## src/design/particle_systematic_resampler_defines.svh

```systemverilog
// Assertion macros shared by the particle systematic resampler RTL.
`ifndef PARTICLE_SYSTEMATIC_RESAMPLER_DEFINES_SVH
`define PARTICLE_SYSTEMATIC_RESAMPLER_DEFINES_SVH
`ifndef NO_ASSERTIONS
`define PSR_ASSERT(lbl, prop, msg) \
  lbl: assert property (@(posedge clk_i) disable iff (!rst_ni) prop) else $error(msg);
`define PSR_NEVER(lbl, expr, msg) \
  lbl: assert property (@(posedge clk_i) disable iff (!rst_ni) !(expr)) else $error(msg);
`else
`define PSR_ASSERT(lbl, prop, msg)
`define PSR_NEVER(lbl, expr, msg)
`endif
`endif

```

## src/design/psr_pkg.sv

```systemverilog
// Types and constants of the particle systematic resampler.
`timescale 1ns / 1ps
package psr_pkg;

  localparam int unsigned PARTICLES   = 64;
  localparam int unsigned IDX_W       = $clog2(PARTICLES);
  localparam int unsigned CNT_W       = $clog2(PARTICLES + 1);
  localparam int unsigned WEIGHT_W    = 17;
  localparam int unsigned OFF_W       = 10;
  localparam int unsigned IN_DATA_W   = 32;
  localparam int unsigned OUT_DATA_W  = 8;
  localparam int unsigned SQR_W       = 2 * WEIGHT_W;
  localparam int unsigned SQ_W        = 40;
  localparam int unsigned PROD_W      = SQ_W + CNT_W;
  localparam logic [PROD_W-1:0] THRESH = PROD_W'(1) << 33;
  localparam int unsigned BASE_W      = 16;
  localparam int unsigned MAX_OFF     = 65535 / PARTICLES;
  localparam int unsigned STEP        = 65536;
  localparam int unsigned CUM_W       = $clog2(131071 * PARTICLES * PARTICLES + 1);
  localparam int unsigned PTR_W       = $clog2(PARTICLES * STEP);
  localparam int unsigned WALK_W      = (CUM_W > PTR_W) ? CUM_W : PTR_W;
  localparam int unsigned QUEUE_DEPTH = 2;
  localparam int unsigned QPTR_W      = $clog2(QUEUE_DEPTH);
  localparam int unsigned QCNT_W      = $clog2(QUEUE_DEPTH + 1);

  typedef enum logic {
    KIND_LOAD  = 1'b0,
    KIND_START = 1'b1
  } kind_e;

  typedef enum logic [2:0] {
    ST_IDLE,
    ST_SKIP,
    ST_RD,
    ST_ACC,
    ST_CMP
  } walk_state_e;

  typedef struct packed {
    logic [BASE_W-1:0] base;
    logic              resample;
    logic [CNT_W-1:0]  cnt;
  } cmd_t;

  typedef struct packed {
    logic                en;
    logic [IDX_W-1:0]    addr;
    logic [WEIGHT_W-1:0] data;
  } ram_wr_t;

endpackage

```

## src/design/particle_systematic_resampler.sv

```systemverilog
// Top level of the particle systematic resampler.
// Input stream: each request is a weight load (tuser = 0, Q1.16 weight in tdata[16:0]) or a
// start (tuser = 1, random offset in tdata[26:17]). Loads give no output; loads past the
// particle count are accepted and dropped.
// A start gives either one result with resampled = 0 and tlast set, or one result per
// output slot carrying the chosen source index with resampled = 1, the last one with tlast.
// The decision is formed from the registered start and waits in a two-entry command queue.
// The walk engine then steps through three states for each particle it steps past (store
// read, accumulate, compare) and gives one result per output slot.
// Loads of the next run are held off while a run still reads the weight store; starts are
// taken while no decision is pending.
// Reset clears the load count, the sum of squares, the queue and the output valid flag.
// A stalled receiver holds the result register; the walk waits until it can be written.
`timescale 1ns / 1ps
`include "particle_systematic_resampler_defines.svh"
module particle_systematic_resampler (
  input  logic                             clk_i,
  input  logic                             rst_ni,
  input  logic                             s_axis_tvalid,
  output logic                             s_axis_tready,
  // weight [16:0], start_offset [26:17], zero fill above
  input  logic [psr_pkg::IN_DATA_W-1:0]    s_axis_tdata,
  // kind [0]
  input  logic                             s_axis_tuser,
  output logic                             m_axis_tvalid,
  input  logic                             m_axis_tready,
  // source_index [5:0], zero fill above
  output logic [psr_pkg::OUT_DATA_W-1:0]   m_axis_tdata,
  // resampled [0]
  output logic                             m_axis_tuser,
  output logic                             m_axis_tlast
);

  psr_pkg::cmd_t                  cmd_in;
  psr_pkg::cmd_t                  cmd_out;
  psr_pkg::ram_wr_t               ram_wr;
  logic                           cmd_push;
  logic                           cmd_pop;
  logic                           q_full;
  logic                           q_empty;
  logic                           back_busy;
  logic                           rd_en;
  logic [psr_pkg::IDX_W-1:0]      rd_addr;
  logic [psr_pkg::WEIGHT_W-1:0]   rd_data;

  psr_front u_front (
    .clk_i         (clk_i),
    .rst_ni        (rst_ni),
    .s_axis_tvalid (s_axis_tvalid),
    .s_axis_tready (s_axis_tready),
    .s_axis_tdata  (s_axis_tdata),
    .s_axis_tuser  (s_axis_tuser),
    .back_busy_i   (back_busy),
    .q_empty_i     (q_empty),
    .q_full_i      (q_full),
    .cmd_push_o    (cmd_push),
    .cmd_o         (cmd_in),
    .ram_wr_o      (ram_wr)
  );

  psr_fifo u_fifo (
    .clk_i   (clk_i),
    .rst_ni  (rst_ni),
    .push_i  (cmd_push),
    .data_i  (cmd_in),
    .full_o  (q_full),
    .empty_o (q_empty),
    .pop_i   (cmd_pop),
    .data_o  (cmd_out)
  );

  psr_ram #(
    .DATA_W (psr_pkg::WEIGHT_W),
    .DEPTH  (psr_pkg::PARTICLES)
  ) u_weight_ram (
    .clk_i   (clk_i),
    .we_i    (ram_wr.en),
    .waddr_i (ram_wr.addr),
    .wdata_i (ram_wr.data),
    .re_i    (rd_en),
    .raddr_i (rd_addr),
    .rdata_o (rd_data)
  );

  psr_back u_back (
    .clk_i         (clk_i),
    .rst_ni        (rst_ni),
    .q_empty_i     (q_empty),
    .cmd_i         (cmd_out),
    .pop_o         (cmd_pop),
    .busy_o        (back_busy),
    .rd_en_o       (rd_en),
    .rd_addr_o     (rd_addr),
    .rd_data_i     (rd_data),
    .m_axis_tvalid (m_axis_tvalid),
    .m_axis_tready (m_axis_tready),
    .m_axis_tdata  (m_axis_tdata),
    .m_axis_tuser  (m_axis_tuser),
    .m_axis_tlast  (m_axis_tlast)
  );

  `PSR_NEVER(a_no_store_write_in_walk, ram_wr.en && back_busy, "weight written during a walk")
  `PSR_NEVER(a_no_queue_overflow, cmd_push && q_full, "command pushed into a full queue")
  `PSR_ASSERT(a_kept_result_single, m_axis_tvalid && !m_axis_tuser |-> m_axis_tlast && (m_axis_tdata == '0), "kept result malformed")

endmodule

```

## src/design/psr_ram.sv

```systemverilog
// Generic single-write, single-read RAM with registered read data.
`timescale 1ns / 1ps
module psr_ram #(
  parameter int unsigned DATA_W = 17,
  parameter int unsigned DEPTH  = 64
) (
  input  logic                     clk_i,
  input  logic                     we_i,
  input  logic [$clog2(DEPTH)-1:0] waddr_i,
  input  logic [DATA_W-1:0]        wdata_i,
  input  logic                     re_i,
  input  logic [$clog2(DEPTH)-1:0] raddr_i,
  output logic [DATA_W-1:0]        rdata_o
);

  logic [DATA_W-1:0] mem_q [DEPTH];
  logic [DATA_W-1:0] rdata_q;

  always_ff @(posedge clk_i) begin
    if (we_i) begin
      mem_q[waddr_i] <= wdata_i;
    end
    if (re_i) begin
      rdata_q <= mem_q[raddr_i];
    end
  end

  assign rdata_o = rdata_q;

endmodule

```

## src/design/psr_front.sv

```systemverilog
// Front end: takes requests, stores weights, sums squares and forms run commands.
`timescale 1ns / 1ps
module psr_front (
  input  logic                             clk_i,
  input  logic                             rst_ni,
  input  logic                             s_axis_tvalid,
  output logic                             s_axis_tready,
  // weight [16:0], start_offset [26:17], zero fill above
  input  logic [psr_pkg::IN_DATA_W-1:0]    s_axis_tdata,
  // kind [0]
  input  logic                             s_axis_tuser,
  input  logic                             back_busy_i,
  input  logic                             q_empty_i,
  input  logic                             q_full_i,
  output logic                             cmd_push_o,
  output psr_pkg::cmd_t                    cmd_o,
  output psr_pkg::ram_wr_t                 ram_wr_o
);

  logic [psr_pkg::WEIGHT_W-1:0] weight;
  logic [psr_pkg::OFF_W-1:0]    offset;
  logic                         is_start;
  logic                         accept;
  logic                         store;
  logic [psr_pkg::BASE_W-1:0]   off_sat;
  logic [psr_pkg::BASE_W-1:0]   base;
  logic [psr_pkg::SQ_W:0]       sum_add;
  logic [psr_pkg::SQ_W-1:0]     eff_sum;
  logic [psr_pkg::PROD_W-1:0]   prod;

  logic [psr_pkg::CNT_W-1:0]    cnt_d, cnt_q;
  logic [psr_pkg::SQ_W-1:0]     sum_d, sum_q;
  logic                         sq_vld_d, sq_vld_q;
  logic                         st_vld_d, st_vld_q;
  logic [psr_pkg::SQR_W-1:0]    sq_q;
  logic [psr_pkg::SQ_W-1:0]     st_sum_q;
  logic [psr_pkg::BASE_W-1:0]   st_base_q;
  logic [psr_pkg::CNT_W-1:0]    st_cnt_q;

  assign weight   = s_axis_tdata[psr_pkg::WEIGHT_W-1:0];
  assign offset   = s_axis_tdata[psr_pkg::WEIGHT_W +: psr_pkg::OFF_W];
  assign is_start = (s_axis_tuser == psr_pkg::KIND_START);

  // Loads wait until no run still needs the stored weights.
  assign s_axis_tready = !st_vld_q && (is_start || (q_empty_i && !back_busy_i));
  assign accept        = s_axis_tvalid && s_axis_tready;
  assign store         = accept && !is_start && (cnt_q < psr_pkg::CNT_W'(psr_pkg::PARTICLES));

  assign ram_wr_o.en   = store;
  assign ram_wr_o.addr = cnt_q[psr_pkg::IDX_W-1:0];
  assign ram_wr_o.data = weight;

  always_comb begin
    off_sat = psr_pkg::BASE_W'(offset);
    if (off_sat > psr_pkg::BASE_W'(psr_pkg::MAX_OFF)) begin
      off_sat = psr_pkg::BASE_W'(psr_pkg::MAX_OFF);
    end
  end

  assign base    = psr_pkg::BASE_W'(off_sat * psr_pkg::BASE_W'(psr_pkg::PARTICLES));
  assign sum_add = {1'b0, sum_q} + (psr_pkg::SQ_W + 1)'(sq_q);
  assign eff_sum = !sq_vld_q ? sum_q :
                   (sum_add[psr_pkg::SQ_W] ? {psr_pkg::SQ_W{1'b1}} :
                    sum_add[psr_pkg::SQ_W-1:0]);
  assign prod    = psr_pkg::PROD_W'(st_sum_q) * psr_pkg::PROD_W'(psr_pkg::PARTICLES);

  assign cmd_push_o    = st_vld_q && !q_full_i;
  assign cmd_o.base     = st_base_q;
  assign cmd_o.resample = (prod > psr_pkg::THRESH);
  assign cmd_o.cnt      = st_cnt_q;

  always_comb begin
    cnt_d    = cnt_q;
    sum_d    = eff_sum;
    sq_vld_d = 1'b0;
    st_vld_d = cmd_push_o ? 1'b0 : st_vld_q;
    if (store) begin
      cnt_d    = cnt_q + psr_pkg::CNT_W'(1);
      sq_vld_d = 1'b1;
    end
    if (accept && is_start) begin
      cnt_d    = '0;
      sum_d    = '0;
      st_vld_d = 1'b1;
    end
  end

  always_ff @(posedge clk_i or negedge rst_ni) begin
    if (!rst_ni) begin
      cnt_q    <= '0;
      sum_q    <= '0;
      sq_vld_q <= 1'b0;
      st_vld_q <= 1'b0;
    end else begin
      cnt_q    <= cnt_d;
      sum_q    <= sum_d;
      sq_vld_q <= sq_vld_d;
      st_vld_q <= st_vld_d;
    end
  end

  always_ff @(posedge clk_i) begin
    if (store) begin
      sq_q <= psr_pkg::SQR_W'(weight) * psr_pkg::SQR_W'(weight);
    end
    if (accept && is_start) begin
      st_sum_q  <= eff_sum;
      st_base_q <= base;
      st_cnt_q  <= cnt_q;
    end
  end

endmodule

```

## src/design/psr_fifo.sv

```systemverilog
// Short command queue between the front end and the walk engine.
`timescale 1ns / 1ps
module psr_fifo (
  input  logic          clk_i,
  input  logic          rst_ni,
  input  logic          push_i,
  input  psr_pkg::cmd_t data_i,
  output logic          full_o,
  output logic          empty_o,
  input  logic          pop_i,
  output psr_pkg::cmd_t data_o
);

  psr_pkg::cmd_t               entry_q [psr_pkg::QUEUE_DEPTH];
  logic [psr_pkg::QPTR_W-1:0]  wr_ptr_d, wr_ptr_q;
  logic [psr_pkg::QPTR_W-1:0]  rd_ptr_d, rd_ptr_q;
  logic [psr_pkg::QCNT_W-1:0]  count_d, count_q;
  logic                        do_push;
  logic                        do_pop;

  assign full_o  = (count_q == psr_pkg::QCNT_W'(psr_pkg::QUEUE_DEPTH));
  assign empty_o = (count_q == '0);
  assign do_push = push_i && !full_o;
  assign do_pop  = pop_i && !empty_o;
  assign data_o  = entry_q[rd_ptr_q];

  always_comb begin
    wr_ptr_d = wr_ptr_q;
    rd_ptr_d = rd_ptr_q;
    count_d  = count_q;
    if (do_push) begin
      wr_ptr_d = (wr_ptr_q == psr_pkg::QPTR_W'(psr_pkg::QUEUE_DEPTH - 1)) ? '0 :
                 wr_ptr_q + psr_pkg::QPTR_W'(1);
    end
    if (do_pop) begin
      rd_ptr_d = (rd_ptr_q == psr_pkg::QPTR_W'(psr_pkg::QUEUE_DEPTH - 1)) ? '0 :
                 rd_ptr_q + psr_pkg::QPTR_W'(1);
    end
    if (do_push && !do_pop) begin
      count_d = count_q + psr_pkg::QCNT_W'(1);
    end else if (do_pop && !do_push) begin
      count_d = count_q - psr_pkg::QCNT_W'(1);
    end
  end

  always_ff @(posedge clk_i or negedge rst_ni) begin
    if (!rst_ni) begin
      wr_ptr_q <= '0;
      rd_ptr_q <= '0;
      count_q  <= '0;
    end else begin
      wr_ptr_q <= wr_ptr_d;
      rd_ptr_q <= rd_ptr_d;
      count_q  <= count_d;
    end
  end

  always_ff @(posedge clk_i) begin
    if (do_push) begin
      entry_q[wr_ptr_q] <= data_i;
    end
  end

endmodule

```

## src/design/psr_back.sv

```systemverilog
// Walk engine: steps the cumulative weights against evenly spaced pointers, or emits one kept result.
`timescale 1ns / 1ps
module psr_back (
  input  logic                              clk_i,
  input  logic                              rst_ni,
  input  logic                              q_empty_i,
  input  psr_pkg::cmd_t                     cmd_i,
  output logic                              pop_o,
  output logic                              busy_o,
  output logic                              rd_en_o,
  output logic [psr_pkg::IDX_W-1:0]         rd_addr_o,
  input  logic [psr_pkg::WEIGHT_W-1:0]      rd_data_i,
  output logic                              m_axis_tvalid,
  input  logic                              m_axis_tready,
  // source_index [5:0], zero fill above
  output logic [psr_pkg::OUT_DATA_W-1:0]    m_axis_tdata,
  // resampled [0]
  output logic                              m_axis_tuser,
  output logic                              m_axis_tlast
);

  psr_pkg::walk_state_e          state_d, state_q;
  logic [psr_pkg::IDX_W-1:0]     i_d, i_q;
  logic [psr_pkg::IDX_W-1:0]     m_d, m_q;
  logic [psr_pkg::CNT_W-1:0]     cnt_d, cnt_q;
  logic [psr_pkg::WALK_W-1:0]    u_d, u_q;
  logic [psr_pkg::WALK_W-1:0]    cum_d, cum_q;
  logic                          rd_ok_d, rd_ok_q;
  logic                          out_vld_d, out_vld_q;
  logic [psr_pkg::IDX_W-1:0]     out_idx_q;
  logic                          out_res_q;
  logic                          out_last_q;
  logic                          out_free;
  logic                          emit;
  logic [psr_pkg::IDX_W-1:0]     emit_idx;
  logic                          emit_res;
  logic                          emit_last;
  logic                          last_slot;

  assign busy_o    = (state_q != psr_pkg::ST_IDLE);
  assign out_free  = !out_vld_q || m_axis_tready;
  assign rd_addr_o = i_q;
  assign last_slot = (m_q == psr_pkg::IDX_W'(psr_pkg::PARTICLES - 1));

  always_comb begin
    state_d   = state_q;
    i_d       = i_q;
    m_d       = m_q;
    cnt_d     = cnt_q;
    u_d       = u_q;
    cum_d     = cum_q;
    rd_ok_d   = rd_ok_q;
    pop_o     = 1'b0;
    rd_en_o   = 1'b0;
    emit      = 1'b0;
    emit_idx  = '0;
    emit_res  = 1'b0;
    emit_last = 1'b1;
    case (state_q)
      psr_pkg::ST_IDLE: begin
        if (!q_empty_i) begin
          pop_o   = 1'b1;
          cnt_d   = cmd_i.cnt;
          u_d     = psr_pkg::WALK_W'(cmd_i.base);
          cum_d   = '0;
          i_d     = '0;
          m_d     = '0;
          state_d = cmd_i.resample ? psr_pkg::ST_RD : psr_pkg::ST_SKIP;
        end
      end
      psr_pkg::ST_SKIP: begin
        if (out_free) begin
          emit    = 1'b1;
          state_d = psr_pkg::ST_IDLE;
        end
      end
      psr_pkg::ST_RD: begin
        rd_en_o = 1'b1;
        // Slots beyond the loaded count weigh zero; their read data is not accumulated.
        rd_ok_d = (psr_pkg::CNT_W'(i_q) < cnt_q);
        state_d = psr_pkg::ST_ACC;
      end
      psr_pkg::ST_ACC: begin
        if (rd_ok_q) begin
          cum_d = cum_q + psr_pkg::WALK_W'(psr_pkg::WALK_W'(rd_data_i) *
                                           psr_pkg::WALK_W'(psr_pkg::PARTICLES));
        end
        state_d = psr_pkg::ST_CMP;
      end
      psr_pkg::ST_CMP: begin
        if ((u_q > cum_q) && (i_q != psr_pkg::IDX_W'(psr_pkg::PARTICLES - 1))) begin
          i_d     = i_q + psr_pkg::IDX_W'(1);
          state_d = psr_pkg::ST_RD;
        end else if (out_free) begin
          emit      = 1'b1;
          emit_idx  = i_q;
          emit_res  = 1'b1;
          emit_last = last_slot;
          u_d       = u_q + psr_pkg::WALK_W'(psr_pkg::STEP);
          m_d       = m_q + psr_pkg::IDX_W'(1);
          if (last_slot) begin
            state_d = psr_pkg::ST_IDLE;
          end
        end
      end
      default: begin
        state_d = psr_pkg::ST_IDLE;
      end
    endcase
    out_vld_d = emit ? 1'b1 : (m_axis_tready ? 1'b0 : out_vld_q);
  end

  always_ff @(posedge clk_i or negedge rst_ni) begin
    if (!rst_ni) begin
      state_q   <= psr_pkg::ST_IDLE;
      out_vld_q <= 1'b0;
    end else begin
      state_q   <= state_d;
      out_vld_q <= out_vld_d;
    end
  end

  always_ff @(posedge clk_i) begin
    i_q     <= i_d;
    m_q     <= m_d;
    cnt_q   <= cnt_d;
    u_q     <= u_d;
    cum_q   <= cum_d;
    rd_ok_q <= rd_ok_d;
    if (emit) begin
      out_idx_q  <= emit_idx;
      out_res_q  <= emit_res;
      out_last_q <= emit_last;
    end
  end

  assign m_axis_tvalid = out_vld_q;
  assign m_axis_tdata  = psr_pkg::OUT_DATA_W'(out_idx_q);
  assign m_axis_tuser  = out_res_q;
  assign m_axis_tlast  = out_last_q;

endmodule

```

## config.mk

```make
export PLATFORM = sky130hd
export DESIGN_NAME = particle_systematic_resampler
export DESIGN_NICKNAME = d
export VERILOG_FILES = /design/src/design/psr_pkg.sv /design/src/design/particle_systematic_resampler.sv /design/src/design/psr_ram.sv /design/src/design/psr_front.sv /design/src/design/psr_fifo.sv /design/src/design/psr_back.sv
export VERILOG_INCLUDE_DIRS = /design/src /design/src/design
export SDC_FILE = /design/constraint.sdc
export NUM_CORES = 2
export LEC_CHECK = 0
export ABC_CLOCK_PERIOD_IN_PS = 13200
export BUFFER_PORTS_ARGS = -buffer_cell sky130_fd_sc_hd__buf_2
export CAP_MARGIN = 20
export CORE_UTILIZATION = 48
export DETAILED_ROUTE_END_ITERATION = 10
export SLEW_MARGIN = 40
export SYNTH_ARGS = -nofsm -noshare
export SYNTH_HDL_FRONTEND = slang
export SYNTH_SLANG_ARGS = --single-unit
export TNS_END_PERCENT = 100
```

## constraint.sdc

```tcl
create_clock -name clk_i -period 13.2 [get_ports clk_i]
set_input_delay 0.66 -clock clk_i [delete_from_list [all_inputs] [get_ports clk_i]]
set_output_delay 0.66 -clock clk_i [all_outputs]
set_load 0.01 [all_outputs]
```

======== Yosys cells after proc, flatten, opt, wreduce, memory -nomap -nowiden ========
Memories as Yosys holds them, arrays and structs flattened. A register that Yosys moved wholly into a read port is not among the register bits.
Index checks and enable logic that the tools add are counted.
storage, ports and cells
  output and inout bits ................... 12
  memories ................................ 2
  memory bits (writable) .................. 1,124
  word-level logic and storage cells ...... 137
  bits in registers ....................... 234
cells by class
  bitwise operators ....................... 3
  multiplexer cells ....................... 43
  equal/unequal tests ..................... 15
  add/sub/neg operators ................... 10
  multiply operators ...................... 1
  magnitude comparators ................... 4
  reductions and logical operators ........ 37
memory list
  memory              depth  bits a word  rd ports  clocked after Yosys merged registers in  write ports  RTL line        source
  u_weight_ram.mem_q  64     17           1         1                                        1            psr_ram.sv:16   logic [DATA_W-1:0] mem_q [DEPTH];
  u_fifo.entry_q      2      18           1         0                                        1            psr_fifo.sv:14  psr_pkg::cmd_t entry_q [psr_pkg::QUEUE_DEPTH];
operators with widths
  operator                                                                            count
  29-bit two-way mux                                                                  5
  40-bit two-way mux                                                                  3
  29-bit case mux with 2 select lines                                                 2
  46-bit by 34-bit greater-than comparator with 1-bit output (second input constant)  1
  40-bit by 34-bit adder with 41-bit output                                           1
  17-bit by 17-bit multiplier with 34-bit output                                      1
  29-bit by 17-bit adder with 29-bit output (second input constant)                   1
  29-bit by 23-bit adder with 29-bit output                                           1
  29-bit greater-than comparator                                                      1
  6-bit two-way mux                                                                   4
  6-bit case mux with 2 select lines                                                  2
  1-bit two-way mux                                                                   15
  3-bit two-way mux                                                                   5
  3-bit case mux with 5 select lines                                                  1
  7-bit two-way mux                                                                   2
  6-bit by 1-bit adder with 6-bit output (second input constant)                      2
  1-bit logical AND                                                                   12
  2-bit nonzero test                                                                  6
  1-bit logical NOT                                                                   8
  2-bit by 1-bit inequality test with 1-bit output (second input constant)            4
  4-bit AND reduction                                                                 2
  7-bit by 1-bit adder with 7-bit output (second input constant)                      1
  6-bit by 7-bit < comparator with 1-bit output                                       1
  7-bit < comparator (second input constant)                                          1
  other kinds (21)                                                                    31

======== Logic depth before layout (Yosys ltp) ========
  word-level depth ........................ 10
  gate-level depth with buffers ........... 25
  mapped depth without buffers ............ 24

======== Cells and area by module ========
A second synthesis with hierarchy kept.
second synthesis, totals
  cell total of the unflattened synthesis .. 4,147
  area, all modules ....................... 65,719.3 µm²
by module, submodules not included
  module     sequential area each (µm²)  cells an instance  area each (µm²)  instances
  psr_ram    33,181.8                    1,953              42,514.5         1
  psr_front  3,928.8                     1,623              16,047.9         1
  psr_back   2,502.4                     477                5,126.2          1
  psr_fifo   1,541.5                     94                 2,030.7          1

======== Worst setup path before layout ========
No wires, ideal clock.
  kind .................................... input-to-reg
  start point ............................. input port s_axis_tdata[14] (netlist bit)
  end point ............................... register u_front.sq_q[33] (netlist bit), data pin
  slack ................................... 6.842 ns
  cell stages on the path ................. 23
  arrival time ............................ 6.098 ns
  required time ........................... 12.940 ns
  path through ............................ clkbuf_1 > clkbuf_1 > and2_1 > fa_1 > inv_1 > fa_1 > inv_1 > fa_1 > fa_1 > fa_1 > inv_1 > fa_1 > inv_1 > ha_1 > a21o_1 > a21o_1 > a21oi_1 > o21ai_0 > a21oi_1 > o21ai_0 > a221o_1 > a21oi_1 > xnor2_1
between the ends
  word-level cells in the longest chain between the ends .. 1
ends and longest elaborated chain
  what                                            RTL line                             source
  start, declared                                 particle_systematic_resampler.sv:22  input logic [psr_pkg::IN_DATA_W-1:0] s_axis_tdata,
  17-bit by 17-bit multiplier with 34-bit output  psr_front.sv:104                     sq_q <= psr_pkg::SQR_W'(weight) * psr_pkg::SQR_W'(weight);
  end signal, assigned                            psr_front.sv:104
  end, declared                                   psr_front.sv:35                      logic [psr_pkg::SQR_W-1:0] sq_q;
Every way passes these cells.
A chain may end at the register's enable or synchronous reset.

======== Final worst setup path ========
  start point ............................. input port s_axis_tdata[8] (netlist bit)
  end point ............................... register u_front.sq_q[33] (netlist bit), data pin
The elaborated chain is that of the path after synthesis.

==> impl_metrics.ini <==
[status]
status = finished clean

[die]
num_io_pins = 49
core_area_um2 = 130000
initial_core_util_pct = 48.7
dieWidth_um = 365
dieArea_um2 = 133000
num_rows = 132
chipHeight_um = 365

[logic_synthesis]
async_flop_share_pct = 4.19
yosys_warnings = 0
synthCells = 3681
yosys.area.top_type = edfxtp_1
seq_area_frac_synth_pct = 64.1
yosys_most_used_dff = edfxtp_1
synthTopCellsByArea = edfxtp_1 62%, mux4_2 13%, fa_1 6.0%, ha_1 3.8%, dfrtp_1 2.3%
ys_types = 78
synth-edff-count = 1305
syn_avg_cell_area_um2 = 17.2
synth_area_um2 = 63300
yosysTopAreaCellShare_pct = 61.9
synth_seq_cells = 1362

[timing]
drv_slew = 0
setup_tns_ns = 0
fin_crit_sh_pct = 53.5
hold_viol = 0
worst_slew_pin_slew_ns = 0.881
fmax_ghz = 0.142
fin_worst_skew_ns = 0.0400
rsz0062_at_grt = no
maxSlewHeadroom_pct = 41.1
setup_viol = 0
post-route-min-period_ns = 7.06
finalWorstSetupSlack_ns = 6.14

[min_path]
hold_path.class = in -> reg
min_path_cells = 1
whs_endpoint = u_front.st_base_q[12]
hp-start = s_axis_tdata[23]

[clock_network]
cts_tree = done
clock_latency_ns = 0.77
cts_resized = 0
cts_buffers = 142
clock-sinks = 1362
cts.clk_slew.worst_paths_ns = 0.06
h-tree-depth = 4
clockBufferDepth = 3
root_buffer = clkbuf_16

[drt]
wirelength_um = 143000
vias_per_cell = 5.69
wl_per_cell_um = 25.1
drc = 0
drtIter0Drc = 2766
drtPass1Iterations = 5
vias = 32400
ant_nets = 0

[critical_path]
path_max_fanout = 42
start_kind = input port
crit_required_ns = 13.72
crit_path_end_kind = register
r2r-end = u_weight_ram.mem_q[53][5]
r2r_slack_ns = 8.73
r2r_start = u_back.state_q[2]
cp.arrival_ns = 7.58
crit_type = in -> reg
ff2ff_path_depth = 9

[grt]
grt_pass1_wl_um = 214000
grt_usage_pct = 22.1
grt_pass1_vias = 34000
grt_max_degree = 83
antenna_found_initial = 16
grt_overflow = 0

[flow_run]
cap_violations = 0

[placed_design]
dp_slack_ns = 5.29
dp_hpwl_um = 87600
routabilityCongestion = 0.767
placed_area_um2 = 66300
portBuffers = 41

[power_and_ir_drop]
power_leakage_nw = 25.3
ir_drop_v = 0.000281
powerDensity_nw_per_um2 = 225

[cells_and_area]
areaGrowthSynthToFinish_pct = 12.0
layout.nets = 4255
fin_area_um2 = 71000
drive_gt1_share_pct = 21.2
n_fill_cell = 10300
seq_area_um2 = 40600
multiInputGateArea_um2 = 21000
## per-layer routing
| metal | routed length [um] | part of all wire (%) | global-route usage (%) |
|---|---|---|---|
| met1 | 61500 | 43 | 30.6 |
| met3 | 9470 | 6.6 | 4.33 |
| met2 | 69200 | 48 | 36.0 |
| met4 | 3050 | 2.1 | 6.09 |
| met5 | 0 | 0 | 0 |
## cells by family (layout without fill, tap and decap cells)
group	Yosys count	count (layout)	share of synthesized area (%)
simple gates	635	635	4.82
flops	1362	1362	64.1
compound gates	328	328	3.60
xor+xnor	110	110	1.52
buf+inv	483	751	3.02
fa+ha+maj	383	383	9.83
other cells	1	7	0.00592
mux	379	379	13.1
## worst max-delay path, stage by stage
cell and delay, ns:
buf_2 0.59, buf_4 0.56, inv_1 0.23, nor2_1 0.28, fa_1 0.46, fa_1 0.58, fa_1 0.44, fa_1 0.41
fa_1 0.51, inv_1 0.05, fa_1 0.47, inv_1 0.04, ha_1 0.34, a21o_1 0.19, a21o_1 0.17, a21oi_1 0.17
o21ai_0 0.11, a21oi_1 0.35, o21ai_0 0.29, a221o_1 0.38, a21oi_1 0.18, xnor2_1 0.08
## how the worst max path moves through the flow
stage,from,depth (start not counted),slack [ns],end
after floorplan,s_axis_tdata[14],23,6.84,u_front.sq_q[33]
after global placement,s_axis_tdata[8],22,5.36,u_front.sq_q[33]
after detailed placement,s_axis_tdata[8],22,5.29,u_front.sq_q[33]
after CTS,s_axis_tdata[8],22,6.11,u_front.sq_q[33]
after global routing,s_axis_tdata[8],24,5.66,u_front.sq_q[33]
final,s_axis_tdata[8],22,6.14,u_front.sq_q[33]
## cells in the mapped netlist, types with 21 or more instances
master	count
a21o_1	50
nor2b_1	21
ha_1	192
xnor2_1	67
a211oi_1	23
dfrtp_1	57
inv_1	335
fa_1	191
nor3_1	27
nor2_1	214
mux4_2	357
xor2_1	43
nand3_1	43
o21a_1	21
o21ai_0	47
a21oi_1	94
buf_2	26
edfxtp_1	1305
nand2_1	142
and2_1	86
clkbuf_1	89
## per-stage QoR
step	power, mW	hold slack, ns	utilization [%]	instances
floorplan	10.4	0.364	-	3682
global placement	12.1	0.424	50.8	5423
detailed placement	12.2	0.431	50.9	5429
CTS	16.1	0.0148	54.4	5689
global route	17.0	0.0389	54.5	5692
finish	16.0	0.0752	54.5	5697
## registers in the layout (all words and copies together), names as in the netlist, 3 cells and up
| name | cells |
|---|---|
| u_back.out_idx_q | 6 |
| u_back.rd_addr_o | 6 |
| u_fifo.entry_q | 36 |
| u_back.m_q | 6 |
| u_front.sum_q | 40 |
| u_back.state_q | 3 |
| u_back.u_q | 23 |
| u_front.cnt_q | 7 |
| u_front.sq_q | 33 |
| u_weight_ram.mem_q | 1088 |
| u_back.cum_q | 23 |
| u_back.cnt_q | 7 |
| u_weight_ram.rdata_o | 17 |
| u_front.st_base_q | 10 |
| u_front.st_cnt_q | 7 |
| u_front.st_sum_q | 40 |
## where the power goes
part,switching [mW],internal [mW],total [mW]
sequential,0.205,5.29,5.50
clock,1.67,2.26,3.93
combinational,3.66,2.87,6.53
total,5.53,10.4,16.0
## timing repair
item,4_1_cts,5_1_grt
hold endpoints to repair,57,0
setup buffers,0,0
hold buffers,1,0
## layout by cell type, fill, tap and decap left out, types with 43 or more instances in the layout
master     Yosys  layout
and2_1        86      86
xor2_1        43      43
mux4_2       357     357
clkbuf_16      0     145
nand2_1      142     141
a21oi_1       94      93
nor2_2         2      60
edfxtp_1    1305    1305
fa_1         191     191
inv_1        335     334
buf_4          8      90
a21o_1        50      50
dfrtp_1       57      55
nor2_1       214     152
ha_1         192     192
o21ai_0       47      47
xnor2_1       67      67
nand3_1       43      43
## area by class of cell
class | instances | area share, %
Clock inverter | 88 | 1.20
Clock buffer | 171 | 5.25
Tap cell | 1742 | 3.07
Timing Repair Buffer | 157 | 1.80
Multi-Input combinational cell | 1837 | 29.7
Inverter | 335 | 1.77
Sequential cell | 1362 | 57.2
Antenna cell | 5 | 0.0176
Power figures use the tool's default switching activity.
